## src/design/idmc_pkg.sv

```systemverilog
// shared types and constants for the interval double/millisecond converter
// no dependencies; used by the interfaces and every design module

package idmc_pkg;

    // ieee-754 double layout
    localparam int unsigned FRAC_BITS = 52;
    localparam int unsigned EXP_BITS  = 11;
    localparam logic [EXP_BITS-1:0] EXP_BIAS = 11'd1023;
    // smallest exponent field that no longer fits in 32 bits
    localparam logic [EXP_BITS-1:0] EXP_SAT  = 11'd1055;

    localparam int unsigned PAT_W    = 63;
    localparam int unsigned MILLIS_W = 32;
    localparam int unsigned SH_W     = 5;
    localparam int unsigned CFG_IDX_W = 2;

    localparam int unsigned QUEUE_DEPTH = 2;

    // configuration register indexes
    localparam logic [CFG_IDX_W-1:0] CFG_MIN_PATTERN = 2'd0;
    localparam logic [CFG_IDX_W-1:0] CFG_MAX_PATTERN = 2'd1;
    localparam logic [CFG_IDX_W-1:0] CFG_MIN_MILLIS  = 2'd2;
    localparam logic [CFG_IDX_W-1:0] CFG_MAX_MILLIS  = 2'd3;

    // configuration reset values
    localparam logic [PAT_W-1:0]    RST_MIN_PATTERN = 63'h4059000000000000;
    localparam logic [PAT_W-1:0]    RST_MAX_PATTERN = 63'h414B774000000000;
    localparam logic [MILLIS_W-1:0] RST_MIN_MILLIS  = 32'd100;
    localparam logic [MILLIS_W-1:0] RST_MAX_MILLIS  = 32'd3600000;

    typedef enum logic {
        OP_D2M = 1'b0,
        OP_M2D = 1'b1
    } t_op;

    // pass: value is final; shift: value goes through the barrel shifter
    typedef enum logic {
        CLS_PASS  = 1'b0,
        CLS_SHIFT = 1'b1
    } t_cls;

    typedef struct packed {
        logic [PAT_W-1:0]    min_pattern;
        logic [PAT_W-1:0]    max_pattern;
        logic [MILLIS_W-1:0] min_millis;
        logic [MILLIS_W-1:0] max_millis;
    } t_cfg;

    // classified item between front and back
    typedef struct packed {
        t_op                 op;
        t_cls                cls;
        logic [SH_W-1:0]     sh;
        logic [MILLIS_W-1:0] val;
    } t_work;

endpackage

```

## src/design/idmc_in_if.sv

```systemverilog
// request channel: op select, double pattern and millisecond count
// depends on idmc_pkg for field widths

interface idmc_in_if;
    logic                              valid;
    logic                              ready;
    logic                              op;
    logic [63:0]                       double_in;
    logic [idmc_pkg::MILLIS_W-1:0]     millis_in;

    modport source (output valid, output op, output double_in, output millis_in,
                    input ready);
    modport sink   (input valid, input op, input double_in, input millis_in,
                    output ready);
endinterface

```

## src/design/idmc_out_if.sv

```systemverilog
// result channel: millisecond count and double pattern
// depends on idmc_pkg for field widths

interface idmc_out_if;
    logic                              valid;
    logic                              ready;
    logic [idmc_pkg::MILLIS_W-1:0]     millis_out;
    logic [idmc_pkg::PAT_W-1:0]        double_out;

    modport source (output valid, output millis_out, output double_out,
                    input ready);
    modport sink   (input valid, input millis_out, input double_out,
                    output ready);
endinterface

```

## src/design/idmc_front.sv

```systemverilog
// front end: takes request beats, clamps against the window, finds leading one
// depends on idmc_pkg and idmc_in_if

module idmc_front (
    idmc_in_if.sink               i_req,
    input  idmc_pkg::t_cfg        i_cfg,
    input  logic                  i_q_ready,
    output logic                  o_push,
    output idmc_pkg::t_work       o_work
);

    logic [idmc_pkg::PAT_W-1:0]    pat;
    logic [idmc_pkg::EXP_BITS-1:0] expo;
    logic [idmc_pkg::EXP_BITS-1:0] e_d2m;
    logic [idmc_pkg::SH_W-1:0]     e_m2d;

    assign i_req.ready = i_q_ready;
    assign o_push      = i_req.valid && i_q_ready;

    assign pat   = i_req.double_in[idmc_pkg::PAT_W-1:0];
    assign expo  = i_req.double_in[62:52];
    assign e_d2m = expo - idmc_pkg::EXP_BIAS;

    // leading one of the millisecond count
    always_comb begin
        e_m2d = '0;
        for (int i = 0; i < idmc_pkg::MILLIS_W; i++) begin
            if (i_req.millis_in[i]) begin
                e_m2d = idmc_pkg::SH_W'(i);
            end
        end
    end

    always_comb begin
        o_work.op  = idmc_pkg::t_op'(i_req.op);
        o_work.cls = idmc_pkg::CLS_PASS;
        o_work.sh  = '0;
        o_work.val = '0;
        if (idmc_pkg::t_op'(i_req.op) == idmc_pkg::OP_M2D) begin
            // shift left by 31-e puts the leading one at bit 31
            o_work.val = i_req.millis_in;
            o_work.sh  = ~e_m2d;
            if (i_req.millis_in != '0) begin
                o_work.cls = idmc_pkg::CLS_SHIFT;
            end
        end else if (i_req.double_in[63] || pat < i_cfg.min_pattern) begin
            o_work.val = i_cfg.min_millis;
        end else if (pat > i_cfg.max_pattern) begin
            o_work.val = i_cfg.max_millis;
        end else if (expo < idmc_pkg::EXP_BIAS) begin
            o_work.val = '0;
        end else if (expo >= idmc_pkg::EXP_SAT) begin
            o_work.val = '1;
        end else begin
            // top 32 bits of the significand, shifted right by 31-e later
            o_work.cls = idmc_pkg::CLS_SHIFT;
            o_work.val = {1'b1, i_req.double_in[51:21]};
            o_work.sh  = ~e_d2m[idmc_pkg::SH_W-1:0];
        end
    end

endmodule

```

## src/design/idmc_queue.sv

```systemverilog
// small fifo between front and back halves
// depends on idmc_pkg for the work item type

module idmc_queue #(
    parameter int unsigned DEPTH = idmc_pkg::QUEUE_DEPTH
) (
    input  logic              i_clk,
    input  logic              i_rst_n,
    input  logic              i_push,
    input  idmc_pkg::t_work   i_data,
    output logic              o_ready,
    input  logic              i_pop,
    output logic              o_valid,
    output idmc_pkg::t_work   o_data
);

    localparam int unsigned PTR_W = (DEPTH > 1) ? $clog2(DEPTH) : 1;
    localparam int unsigned CNT_W = $clog2(DEPTH + 1);
    localparam logic [PTR_W-1:0] LAST = PTR_W'(DEPTH - 1);
    localparam logic [CNT_W-1:0] FULL = CNT_W'(DEPTH);

    idmc_pkg::t_work  r_mem [DEPTH];
    logic [PTR_W-1:0] r_wr, n_wr;
    logic [PTR_W-1:0] r_rd, n_rd;
    logic [CNT_W-1:0] r_cnt, n_cnt;
    logic             do_push;
    logic             do_pop;

    assign o_ready = (r_cnt != FULL);
    assign o_valid = (r_cnt != '0);
    assign o_data  = r_mem[r_rd];
    assign do_push = i_push && o_ready;
    assign do_pop  = i_pop && o_valid;

    always_comb begin
        n_wr  = r_wr;
        n_rd  = r_rd;
        n_cnt = r_cnt;
        if (do_push) begin
            n_wr = (r_wr == LAST) ? '0 : r_wr + 1'b1;
        end
        if (do_pop) begin
            n_rd = (r_rd == LAST) ? '0 : r_rd + 1'b1;
        end
        if (do_push && !do_pop) begin
            n_cnt = r_cnt + 1'b1;
        end else if (do_pop && !do_push) begin
            n_cnt = r_cnt - 1'b1;
        end
    end

    always_ff @(posedge i_clk) begin
        if (!i_rst_n) begin
            r_wr  <= '0;
            r_rd  <= '0;
            r_cnt <= '0;
        end else begin
            r_wr  <= n_wr;
            r_rd  <= n_rd;
            r_cnt <= n_cnt;
        end
    end

    always_ff @(posedge i_clk) begin
        if (do_push) begin
            r_mem[r_wr] <= i_data;
        end
    end

endmodule

```

## src/design/idmc_back.sv

```systemverilog
// back end: barrel shift and result packing into the output register
// depends on idmc_pkg and idmc_out_if

module idmc_back (
    input  logic              i_clk,
    input  logic              i_rst_n,
    input  logic              i_q_valid,
    input  idmc_pkg::t_work   i_work,
    output logic              o_pop,
    idmc_out_if.source        o_rsp
);

    logic                            r_valid, n_valid;
    logic [idmc_pkg::MILLIS_W-1:0]   r_millis, n_millis;
    logic [idmc_pkg::PAT_W-1:0]      r_double, n_double;
    logic [idmc_pkg::MILLIS_W-1:0]   shl;
    logic [idmc_pkg::SH_W-1:0]       e;
    logic [idmc_pkg::EXP_BITS-1:0]   expo;

    assign o_pop = i_q_valid && (!r_valid || o_rsp.ready);

    assign shl  = i_work.val << i_work.sh;
    assign e    = ~i_work.sh;
    assign expo = idmc_pkg::EXP_BIAS + idmc_pkg::EXP_BITS'(e);

    always_comb begin
        n_millis = '0;
        n_double = '0;
        if (i_work.op == idmc_pkg::OP_D2M) begin
            n_millis = (i_work.cls == idmc_pkg::CLS_SHIFT) ? (i_work.val >> i_work.sh)
                                                           : i_work.val;
        end else if (i_work.cls == idmc_pkg::CLS_SHIFT) begin
            // leading one dropped, remaining bits fill the top of the fraction
            n_double = {expo, shl[30:0], 21'b0};
        end
        n_valid = r_valid;
        if (o_pop) begin
            n_valid = 1'b1;
        end else if (o_rsp.ready) begin
            n_valid = 1'b0;
        end
    end

    always_ff @(posedge i_clk) begin
        if (!i_rst_n) begin
            r_valid <= 1'b0;
        end else begin
            r_valid <= n_valid;
        end
    end

    always_ff @(posedge i_clk) begin
        if (o_pop) begin
            r_millis <= n_millis;
            r_double <= n_double;
        end
    end

    assign o_rsp.valid      = r_valid;
    assign o_rsp.millis_out = r_millis;
    assign o_rsp.double_out = r_double;

endmodule

```

## src/design/interval_double_ms_converter.sv

```systemverilog
// top level of the interval converter: config registers, front, queue, back
// depends on idmc_pkg, idmc_in_if, idmc_out_if, idmc_front, idmc_queue, idmc_back
//
// usage
//   i_req carries one request per beat: op 0 turns double_in (ieee-754 bits)
//   into a clamped, truncated millisecond count on millis_out; op 1 turns
//   millis_in into the exact double pattern on double_out. the field that does
//   not belong to the op reads as zero. every request gives one response beat
//   on o_rsp, in order.
//   the config port writes min_pattern, max_pattern, min_millis, max_millis
//   (index 0..3), one at a time; write only while no beat is in flight.
// throughput
//   one beat per cycle is sustained while o_rsp.ready is high: the front
//   classifies in the accepting cycle and writes the queue, the back pops
//   the item, shifts it and registers the result in the output register.
// reset and stall
//   reset empties the queue and the output register and loads the default
//   window (100.0 .. 3600000.0, 100 ms .. 3600000 ms). while o_rsp.ready is
//   low the result holds, the queue fills up to QUEUE_DEPTH beats, and then
//   i_req.ready drops.

module interval_double_ms_converter #(
    parameter int unsigned QUEUE_DEPTH = idmc_pkg::QUEUE_DEPTH
) (
    input  logic                              i_clk,
    input  logic                              i_rst_n,
    idmc_in_if.sink                           i_req,
    idmc_out_if.source                        o_rsp,
    input  logic                              i_cfg_we,
    input  logic [idmc_pkg::CFG_IDX_W-1:0]    i_cfg_idx,
    input  logic [idmc_pkg::PAT_W-1:0]        i_cfg_data
);

    idmc_pkg::t_cfg  r_cfg;
    idmc_pkg::t_work front_work;
    idmc_pkg::t_work q_work;
    logic            q_ready;
    logic            q_valid;
    logic            push;
    logic            pop;

    // config registers, written one at a time
    always_ff @(posedge i_clk) begin
        if (!i_rst_n) begin
            r_cfg.min_pattern <= idmc_pkg::RST_MIN_PATTERN;
            r_cfg.max_pattern <= idmc_pkg::RST_MAX_PATTERN;
            r_cfg.min_millis  <= idmc_pkg::RST_MIN_MILLIS;
            r_cfg.max_millis  <= idmc_pkg::RST_MAX_MILLIS;
        end else if (i_cfg_we) begin
            case (i_cfg_idx)
                idmc_pkg::CFG_MIN_PATTERN: r_cfg.min_pattern <= i_cfg_data;
                idmc_pkg::CFG_MAX_PATTERN: r_cfg.max_pattern <= i_cfg_data;
                idmc_pkg::CFG_MIN_MILLIS: begin
                    r_cfg.min_millis <= i_cfg_data[idmc_pkg::MILLIS_W-1:0];
                end
                idmc_pkg::CFG_MAX_MILLIS: begin
                    r_cfg.max_millis <= i_cfg_data[idmc_pkg::MILLIS_W-1:0];
                end
                default: ;
            endcase
        end
    end

    // front: window check and leading-one search
    idmc_front u_front (
        .i_req     (i_req),
        .i_cfg     (r_cfg),
        .i_q_ready (q_ready),
        .o_push    (push),
        .o_work    (front_work)
    );

    // decoupling queue
    idmc_queue #(
        .DEPTH (QUEUE_DEPTH)
    ) u_queue (
        .i_clk   (i_clk),
        .i_rst_n (i_rst_n),
        .i_push  (push),
        .i_data  (front_work),
        .o_ready (q_ready),
        .i_pop   (pop),
        .o_valid (q_valid),
        .o_data  (q_work)
    );

    // back: shifter and output register
    idmc_back u_back (
        .i_clk     (i_clk),
        .i_rst_n   (i_rst_n),
        .i_q_valid (q_valid),
        .i_work    (q_work),
        .o_pop     (pop),
        .o_rsp     (o_rsp)
    );

endmodule
```

## src/flat_wrapper.sv

```systemverilog
// flat-port wrapper written by rule: the top's interface ports become plain ports
module interval_double_ms_converter_flat 
#(
    parameter int unsigned QUEUE_DEPTH = idmc_pkg::QUEUE_DEPTH
)
  (i_clk, i_rst_n, i_cfg_we, i_cfg_idx, i_cfg_data, i_req_valid, i_req_op, i_req_double_in, i_req_millis_in, i_req_ready, o_rsp_valid, o_rsp_millis_out, o_rsp_double_out, o_rsp_ready);
  idmc_in_if i_req_i ();
  idmc_out_if o_rsp_i ();
  input  logic i_clk;
  input  logic i_rst_n;
  input  logic i_cfg_we;
  input  logic [idmc_pkg::CFG_IDX_W-1:0] i_cfg_idx;
  input  logic [idmc_pkg::PAT_W-1:0] i_cfg_data;
  input wire logic [$bits(i_req_i.valid)-1:0] i_req_valid;
  input wire logic [$bits(i_req_i.op)-1:0] i_req_op;
  input wire logic [$bits(i_req_i.double_in)-1:0] i_req_double_in;
  input wire logic [$bits(i_req_i.millis_in)-1:0] i_req_millis_in;
  output wire logic [$bits(i_req_i.ready)-1:0] i_req_ready;
  output wire logic [$bits(o_rsp_i.valid)-1:0] o_rsp_valid;
  output wire logic [$bits(o_rsp_i.millis_out)-1:0] o_rsp_millis_out;
  output wire logic [$bits(o_rsp_i.double_out)-1:0] o_rsp_double_out;
  input wire logic [$bits(o_rsp_i.ready)-1:0] o_rsp_ready;
  assign i_req_i.valid = i_req_valid;
  assign i_req_i.op = i_req_op;
  assign i_req_i.double_in = i_req_double_in;
  assign i_req_i.millis_in = i_req_millis_in;
  assign i_req_ready = i_req_i.ready;
  assign o_rsp_valid = o_rsp_i.valid;
  assign o_rsp_millis_out = o_rsp_i.millis_out;
  assign o_rsp_double_out = o_rsp_i.double_out;
  assign o_rsp_i.ready = o_rsp_ready;
  interval_double_ms_converter #(.QUEUE_DEPTH(QUEUE_DEPTH)) u_core (.i_clk(i_clk), .i_rst_n(i_rst_n), .i_req(i_req_i), .o_rsp(o_rsp_i), .i_cfg_we(i_cfg_we), .i_cfg_idx(i_cfg_idx), .i_cfg_data(i_cfg_data));
endmodule
```

## config.mk

```make
export PLATFORM = sky130hd
export DESIGN_NAME = interval_double_ms_converter_flat
export DESIGN_NICKNAME = d
export VERILOG_FILES = /design/src/design/idmc_pkg.sv /design/src/design/idmc_in_if.sv /design/src/design/idmc_out_if.sv /design/src/design/idmc_front.sv /design/src/design/idmc_queue.sv /design/src/design/idmc_back.sv /design/src/design/interval_double_ms_converter.sv /design/src/flat_wrapper.sv
export SDC_FILE = /design/constraint.sdc
export NUM_CORES = 1
export LEC_CHECK = 0
export BUFFER_PORTS_ARGS = -buffer_cell sky130_fd_sc_hd__buf_2
export CORE_MARGIN = 2
export CORE_UTILIZATION = 41
export CTS_CLUSTER_DIAMETER = 200
export CTS_CLUSTER_SIZE = 24
export DETAILED_ROUTE_END_ITERATION = 10
export PLACE_DENSITY_LB_ADDON = 0.12
export RECOVER_POWER = 25
export SYNTH_ARGS = -nofsm -noshare
export SYNTH_HDL_FRONTEND = slang
export SYNTH_HIERARCHICAL = 1
export SYNTH_SLANG_ARGS = --single-unit
```

## constraint.sdc

```tcl
create_clock -name i_clk -period 8.1 [get_ports i_clk]
set_input_delay 0.405 -clock i_clk [delete_from_list [all_inputs] [get_ports i_clk]]
set_output_delay 0.405 -clock i_clk [all_outputs]
set_load 0.02 [all_outputs]
```

# Word-level counts from Yosys, hierarchy flattened
# Memory sizes are Yosys's and may differ from the RTL's. A register that Yosys moved wholly into a read port is not among the register bits.
# Cells that the tools add are included.
[word_totals] elab_cells=104 n_memories=1 mem_bits_rw=78 inputBits=167 romBits=0 ff_bits=290 output_inout_bits=97 latch_bits=0
[classes] n_addsub=6 muxes=52 eq_ne=4 mul=0 div=0 bitwise_logic=3 magnitude_cmp=4 shifts=2 n_reduce_logical=21
[mem_list] name="u_core.u_queue.r_mem" depth=2 word_bits=39 rd=1 rd_ports_with_merged_regs=1 write_ports=1 line="idmc_queue.sv:22" text="idmc_pkg::t_work r_mem [DEPTH];"
[op_table] operator="$mux W5" count=29
[op_table] operator="$mux W32" count=4
[op_table] operator="$gt A63 B63 Y1" count=1
[op_table] operator="$lt A63 B63 Y1" count=1
[op_table] operator="$mux W38" count=1
[op_table] operator="$reduce_bool A32 Y1" count=1
[op_table] operator="$shl A32 B5 Y31" count=1
[op_table] operator="$shr A32 B5 Y32" count=1
[op_table] operator="$mux W31" count=1
[op_table] operator="$mux W6" count=4
[op_table] operator="$not A5 Y5" count=3
[op_table] operator="$add A10 B5 Y11 const A" count=1
[op_table] operator="$ge A11 B11 Y1 const B" count=1
[op_table] operator="$lt A11 B10 Y1 const B" count=1
[op_table] operator="$mux W1" count=10
[op_table] operator="$reduce_and A2 Y1" count=5
[op_table] operator="$logic_and A1 B1 Y1" count=6
[op_table] operator="$mux W2" count=3
[op_table] operator="$reduce_bool A2 Y1" count=3
[op_table] operator="$sub A5 B5 Y5 const B" count=1
[op_table] operator="$eq A2 B2 Y1 const B" count=2
[op_table] operator="$logic_not A1 Y1" count=3
[op_table] operator="$add A1 B1 Y1 const B" count=2
[op_table] operator="$add A2 B1 Y2 const B" count=1
[op_table] operator="5 further kinds" count=6

# Logic depth before layout (Yosys ltp)
# Gate-level depths: netlist of the first run.
[depth] word_depth=33 ltp_mapped=12 depth_no_buf=10

# By module
# Netlist of the first run, hierarchy kept.
[by_module_without_submodules] mod="interval_double_ms_converter" area_each_um2=7224.4 instances=1 cells_each=721
[by_module_without_submodules] mod="idmc_back" area_each_um2=6183.4 instances=1 cells_each=637
[by_module_without_submodules] mod="idmc_front" area_each_um2=4848.4 instances=1 cells_each=713
[by_module_without_submodules] mod="idmc_queue" area_each_um2=3049.2 instances=1 cells_each=145

# Worst setup path before layout of the first run
# No wires, ideal clock.
[synth_timing] path_type="flip-flop to flip-flop" from="reg u_core.u_queue.r_cnt[1]" to="reg u_core.u_queue.r_cnt[1]" path_buffers=0 t_required_ns=8.030 setup_ns=0.070 slack_ns=2.762 stages_incl_launch_ff=7 arrival_ns=5.268 cell_sequence="dfxtp_1 or2_2 nor2b_1 o21ai_1 ha_1 or3_1 a21boi_1"
[synth_between] elab_chain_len=6
[synth_rtl] element="start: declaration" line="idmc_queue.sv:25" text="logic [CNT_W-1:0] r_cnt, n_cnt;"
[synth_rtl] element="start signal: assignment" line="idmc_queue.sv:60" text="r_cnt <= n_cnt;"
[synth_rtl] element="$reduce_bool A2 Y1 *" line="idmc_queue.sv:30" text="assign o_valid = (r_cnt != '0);"
[synth_rtl] element="via u_core.q_valid" line="interval_double_ms_converter.sv:38" text="logic q_valid;"
[synth_rtl] element="$logic_and A1 B1 Y1 *" line="idmc_back.sv:20" text="assign o_pop = i_q_valid && (!r_valid || o_rsp.ready);"
[synth_rtl] element="via u_core.pop" line="interval_double_ms_converter.sv:40" text="logic pop;"
[synth_rtl] element="$logic_and A1 B1 Y1 *" line="idmc_queue.sv:33" text="assign do_pop = i_pop && o_valid;"
[synth_rtl] element="$logic_not A1 Y1" line="idmc_queue.sv:45" text="if (do_push && !do_pop) begin"
[synth_rtl] element="$logic_and A1 B1 Y1" line="idmc_queue.sv:45"
[synth_rtl] element="$mux W2 / $reduce_bool A2 Y1 (equally long branches)"
# Mark *: on every way through the listed nets, which the timed path passes. The rest lies on a longest branch. The select of a mux whose other input is x is not followed.
# A chain may end at the register's enable or synchronous reset.

# Worst setup path in the final report of the first run
[layout_timing] from="in i_cfg_idx[0] in the netlist's numbering" to="reg u_core/r_cfg[75] in the netlist's numbering"
[layout_between] elab_chain_len=2
[layout_rtl] element="start: declaration" line="flat_wrapper.sv:12" text="input logic [idmc_pkg::CFG_IDX_W-1:0] i_cfg_idx;"
[layout_rtl] element="$eq A2 B1 Y1" line="interval_double_ms_converter.sv:50" text="case (i_cfg_idx)"
[layout_rtl] element="$reduce_and A2 Y1 (no line)"
[layout_rtl] element="end: declaration" line="interval_double_ms_converter.sv:34" text="idmc_pkg::t_cfg r_cfg;"
# Every way passes these cells.

==> results of run 1 <==
per-layer routing:
| layer | vias up | track usage | wire [um] |
|---|---|---|---|
| met5 | - | 0 | 14 |
| met2 | 652 | 0.4332 | 33630 |
| li1 | 8210 | - | - |
| met1 | 8573 | 0.3467 | 30990 |
| met3 | 97 | 0.03082 | 3877 |
| met4 | 2 | 0.07171 | 1910 |
stage by stage:
stage	worst slack (ps)	total power, uW	cell area, um^2	utilization
global route	2376	6921	23120	0.4507
finish	2588	6568	23120	0.4507
detailed placement	3210	5582	22720	0.4428
global placement	3306	5578	22720	0.4428
floorplan	2762	4667	21380	-
CTS	3389	6613	23240	0.4530
layout make-up:
class | instances | area [um^2] | share of cell area
Antenna cell | 1 | 2.502 | 0.0001082
Tap cell | 680 | 850.8 | 0.03680
Inverter | 228 | 855.8 | 0.03702
Multi-Input combinational cell | 1494 | 11110 | 0.4805
Clock buffer | 28 | 488.0 | 0.02111
Sequential cell | 347 | 8458 | 0.3658
Timing Repair Buffer | 269 | 1324 | 0.05726
Clock inverter | 2 | 32.53 | 0.001407
state kept, by name, summed over array words and instances, names as in the netlist, named ones only:
register and cells:
u_core/r_cfg 190, u_core/u_queue/r_mem 78, u_core/u_back/o_rsp.double_out 41, u_core/u_back/o_rsp.millis_out 32
u_core/u_queue/r_rd 1, u_core/u_queue/r_cnt 2, u_core/u_queue/r_wr 1, u_core/u_back/o_rsp.valid 1
worst max-delay path by stage:
stage,depth (start not counted),slack (ps),endpoint
after floorplan,6,2760,u_core/u_queue/r_cnt[1]
after global placement,11,3310,u_core/u_queue/r_mem[0][5]
after detailed placement,11,3210,u_core/u_queue/r_mem[0][14]
after CTS,11,3390,u_core/u_queue/r_mem[1][14]
after global routing,4,2380,u_core/r_cfg[92]
final,4,2590,u_core/r_cfg[75]
power breakdown:
part | internal (uW) | switching, uW | total (uW)
combinational | 1100 | 2120 | 3220
clock | 427 | 597 | 1020
sequential | 2240 | 86.3 | 2330
cells by family after synthesis:
family / synth area share
adders and majority gates: 0.07576
and+or+nand+nor: 0.1314
buffers and inverters: 0.08674
AOI/OAI and AO/OA: 0.1345
xor gates and xnor gates: 0.002878
muxes: 0.1716
DFF: 0.3970
other: 0.0001760
cells in the final DEF (no fill, tap or decap), types with 5 or more instances in the layout:
master and instances:
clkbuf_1 89, mux2i_1 224, and3_1 12, buf_2 166
o21a_1 8, edfxtp_1 151, o32ai_1 7, mux2_2 62
o211ai_1 71, nor2_1 119, ha_1 129, o21ai_1 9
o22ai_1 11, and2_1 6, nor3_1 21, nand2b_1 12
o21ai_2 5, nand4b_1 12, nor2b_1 16, nand3_1 21
a221oi_1 9, nor4_1 11, inv_1 226, a22oi_1 11
dfxtp_1 196, mux4_2 26, a222oi_1 33, a211oi_1 41
nand2_1 309, o21ai_0 69, conb_1 21, a21o_1 10
clkbuf_16 18, a21oi_1 71, buf_4 22, nand4_1 36
worst min-delay path, stage by stage:
cell and delay [ps]:
buf_2 110, nand2_1 50, mux2i_1 60
==> results_dict.tcl, run 1 <==
set metrics [dict create \
    r2r-end "u_core/u_queue/r_mem[1][14]" \
    via_per_inst 5.751 \
    path_buf_inv 2 \
    cts.sinks 347 \
    critical_path_class "in2reg" \
    hp-class "in2reg" \
    fin_setup_tns_ps 0 \
    coreArea_um2 51300 \
    drtIter0Drc 1660 \
    post-synth-top-count-cell "nand2_1" \
    finClkSkew_ps 23.58 \
    synth-seq-cells 347 \
    drv_cap 5 \
    grtUsageTotal 0.2570 \
    synth_common_cells "nand2_1, inv_1, mux2i_1, dfxtp_1, edfxtp_1" \
    cp_max_fo 46 \
    min-delay-start "i_cfg_data[44]" \
    final_cells 3049 \
    status "finished with violations" \
    cts_root_buffer "clkbuf_16" \
    synth_ff_type "dfxtp_1" \
    cts_tree "yes" \
    power_leakage_uw 0.009439 \
    cp_slowest_cell "nand3b_1" \
    drive_gt1_frac 0.1385 \
    reg2reg_depth 11 \
    fin_crit_ps 5512 \
    ant_nets 0 \
    cpLargestDelayFamily "simple AND/OR/NAND/NOR gates" \
    antenna_found_initial 3 \
    dieArea_um2 53800 \
    globalplace.congestion 0.9232 \
    cp_data_arrival_time_ps 5930 \
    ys_seq_area_frac 0.3970 \
    rows 83 \
    r2r-start "u_core/r_cfg[155]" \
    avgSynthCellArea_um2 9.614 \
    grt_max_degree 152 \
    end_kind "flop" \
    htreeDepth 1 \
    grt_overflow_total 0 \
    timing.final.crit_share 0.6805 \
    postCtsSetupRepairBufs 0 \
    dr.pass1.iters 9 \
    violations "capacitance limit, slew limit" \
    crit_start "i_cfg_idx[0]" \
    grt_pass1_wl_um 105800 \
    critPathLaunchType "primary input" \
    setup_viol 0 \
    postSynthCellCount 2216 \
    max_stage_delay_ps 3010 \
    crit_chain "buf_2 -> clkbuf_1 -> nand3b_1 -> mux2i_1" \
    worst_pin_slew_ps 3452 \
    holdPathStages 3 \
    cts_hold_buf 0 \
    initial_core_util 0.4153 \
    finalHoldViolCount 0 \
    die_x_um 232.0 \
    clkSlewWorstSetupHoldPaths_ps 110 \
    ff2ff_setup_slack_ps 3190 \
    cts_buffers 18 \
    synth_edf_count 151 \
    drv_slew 197 \
    die_y_um 232.0 \
    placement.io_buffers 242 \
    dpl.hpwl_um 50910 \
    grt_setup_unrepaired "no" \
    placed_cells 3018 \
    hold_ws_ps 93.05 \
    wl_um 70420 \
    ctsResizeCount 0 \
    fmaxAchievable_mhz 181.4 \
    synthDominantCellAreaShare 0.2128 \
    async_reset_ff_frac 0 \
    wire_per_inst_um 23.10 \
    ys_warn_count 6 \
    vdd_drop_max_mv 0.1784 \
    nFillCells 5127 \
    syn_area_um2 21310 \
    critPathRequiredTime_ps 8520 \
    nets 2654 \
    synthTopCellsByArea "edfxtp_1, dfxtp_1, mux2i_1" \
    synth_top_cell_by_area "edfxtp_1" \
    clk_latency_ps 560 \
    whs_endpoint "u_core/r_cfg[171]" \
    vias 17534 \
    slew_headroom -1.302 \
    synthDistinctLibCells 90 \
    grt_pass1_vias 17048 \
    io_pins 264 \
    drc 0 \
    clockBufferDepth 3 \
    power.density_nw_per_um2 284.1 \
    synthToLayoutAreaGrowth_pct 8.516 \
]
No activity file was read; power rests on OpenSTA's default activity.
==> run 2, diff against run 1 <==
clock period = 4.4 ns   (was 8.1 ns; I/O delays follow)
==> results_dict.tcl, run 2 (synthesized netlist as in run 1, its figures left out) <==
set metrics [dict create \
    die_x_um 232.0 \
    min-delay-start "i_cfg_data[2]" \
    fmaxAchievable_mhz 232.3 \
    power.density_nw_per_um2 516.9 \
    violations "capacitance limit, slew limit" \
    hp-class "in2reg" \
    critPathRequiredTime_ps 4690 \
    status "finished with violations" \
    finClkSkew_ps 29.07 \
    postCtsSetupRepairBufs 0 \
    grt_pass1_vias 17324 \
    htreeDepth 1 \
    slew_headroom -0.3959 \
    power_leakage_uw 0.009761 \
    critPathLaunchType "flop" \
    wl_um 71170 \
    finalHoldViolCount 0 \
    rows 83 \
    grt_setup_unrepaired "no" \
    grtUsageTotal 0.2585 \
    timing.final.crit_share 0.9785 \
    reg2reg_depth 11 \
    nFillCells 4971 \
    clockBufferDepth 3 \
    vdd_drop_max_mv 0.2801 \
    cts.sinks 347 \
    dpl.hpwl_um 53200 \
    wire_per_inst_um 22.83 \
    clk_latency_ps 550 \
    final_cell_mix "nand2_1, inv_1, mux2i_1" \
    grt_overflow_total 0 \
    globalplace.congestion 0.9276 \
    ctsResizeCount 0 \
    worst_pin_slew_ps 2094 \
    antenna_found_initial 11 \
    initial_core_util 0.4153 \
    drv_cap 2 \
    io_pins 264 \
    grt_pass1_wl_um 106300 \
    coreArea_um2 51300 \
    r2r-end "u_core/u_queue/r_mem[0][9]" \
    dr.pass1.iters 6 \
    cts_root_buffer "clkbuf_16" \
    ff2ff_setup_slack_ps 90 \
    critical_path_class "reg2reg" \
    largest_register_ffs 190 \
    via_per_inst 5.696 \
    drtIter0Drc 1540 \
    fin_setup_tns_ps 0 \
    fin_util 0.4632 \
    cts_hold_buf 45 \
    setup_viol 0 \
    largest_register "u_core/r_cfg" \
    cp_max_fo 20 \
    drive_gt1_frac 0.1454 \
    cts_tree "yes" \
    die_y_um 232.0 \
    whs_endpoint "u_core/r_cfg[34]" \
    fin_crit_ps 4305 \
    holdPathStages 3 \
    clkSlewWorstSetupHoldPaths_ps 100 \
    ant_nets 0 \
    cts_buffers 18 \
    end_kind "flop" \
    r2r-start "u_core/r_cfg[155]" \
    synthToLayoutAreaGrowth_pct 11.54 \
    mostFrequentLayoutCell "nand2_1" \
    drv_slew 96 \
    nets 2720 \
    dieArea_um2 53800 \
    placement.io_buffers 242 \
    cp_data_arrival_time_ps 4600 \
    drc 0 \
    vias 17761 \
    grt_max_degree 130 \
]
==> run 2: changes by cell type in the layout (fill, tap and decap cells not counted), sizes merged <==
cell,before,now
diode,1,4
dlygate4sd3,0,45
clkbuf,107,103
clkinv,3,2
buf,190,216
==> run 2: metal layers <==
metal  wire length [um]  global-route usage  vias up
li1                   -                   -     8348
met1              30610              0.3418     8645
met2              34110              0.4364      637
met3               4169             0.03463      121
met4               2231             0.08253       10
met5                 59                   0        -
==> run 2: cell type report <==
| cell class | count | area (um^2) | share of cell area |
|---|---|---|---|
| antenna | 4 | 10.01 | 0.0004212 |
| clock buffer | 29 | 513.0 | 0.02159 |
| clock inverter | 1 | 16.27 | 0.0006845 |
| inverter | 228 | 855.8 | 0.03601 |
| multi-input combinational | 1494 | 11110 | 0.4673 |
| sequential | 347 | 8458 | 0.3559 |
| tap | 680 | 850.8 | 0.03580 |
| timing repair buffer | 335 | 1954 | 0.08224 |
==> run 2: how the worst max path moves through the flow <==
stage / from / end / slack [ps] / cells after the start
floorplan: u_core/u_queue/r_cnt[1] / u_core/u_queue/r_cnt[1] / 630 / 6
global placement: i_req_double_in[28] / u_core/u_queue/r_mem[1][11] / 330 / 11
detailed placement: i_req_double_in[28] / u_core/u_queue/r_mem[0][11] / 300 / 11
CTS: u_core/r_cfg[155] / u_core/u_queue/r_mem[1][9] / 300 / 11
global route: u_core/r_cfg[155] / u_core/u_queue/r_mem[1][16] / 120 / 11
finish: u_core/r_cfg[155] / u_core/u_queue/r_mem[0][9] / 90 / 11
==> run 2: metrics by stage <==
stage	worst slack [ps]	hold slack, ps	power [uW]	area, um^2	cells
6_report	94.82	27.28	12280	23760	3118
5_1_grt	124.6	14.16	12910	23760	3116
4_1_cts	304.5	4.077	12350	23870	3114
3_5_place_dp	295.5	447.4	10380	22890	3039
3_3_place_gp	332.1	443.2	10370	22890	3039
2_1_floorplan	630.0	337.8	8570	21380	2236
==> run 2: critical path, cell delays in order (launching register included) <==
cell       delay (ps)
dfxtp_1           340
inv_1              40
ha_1              280
a21o_1            170
a21o_1            170
a221oi_1          980
o2111ai_1         240
a21oi_1           490
o22a_1            410
buf_4             340
a211oi_1           90
a222oi_1          480
==> run 2: where the power goes <==
part           internal, uW  switching [uW]  total [uW]
sequential             4120             170        4290
combinational          2110            3960        6070
clock                   818            1100        1920
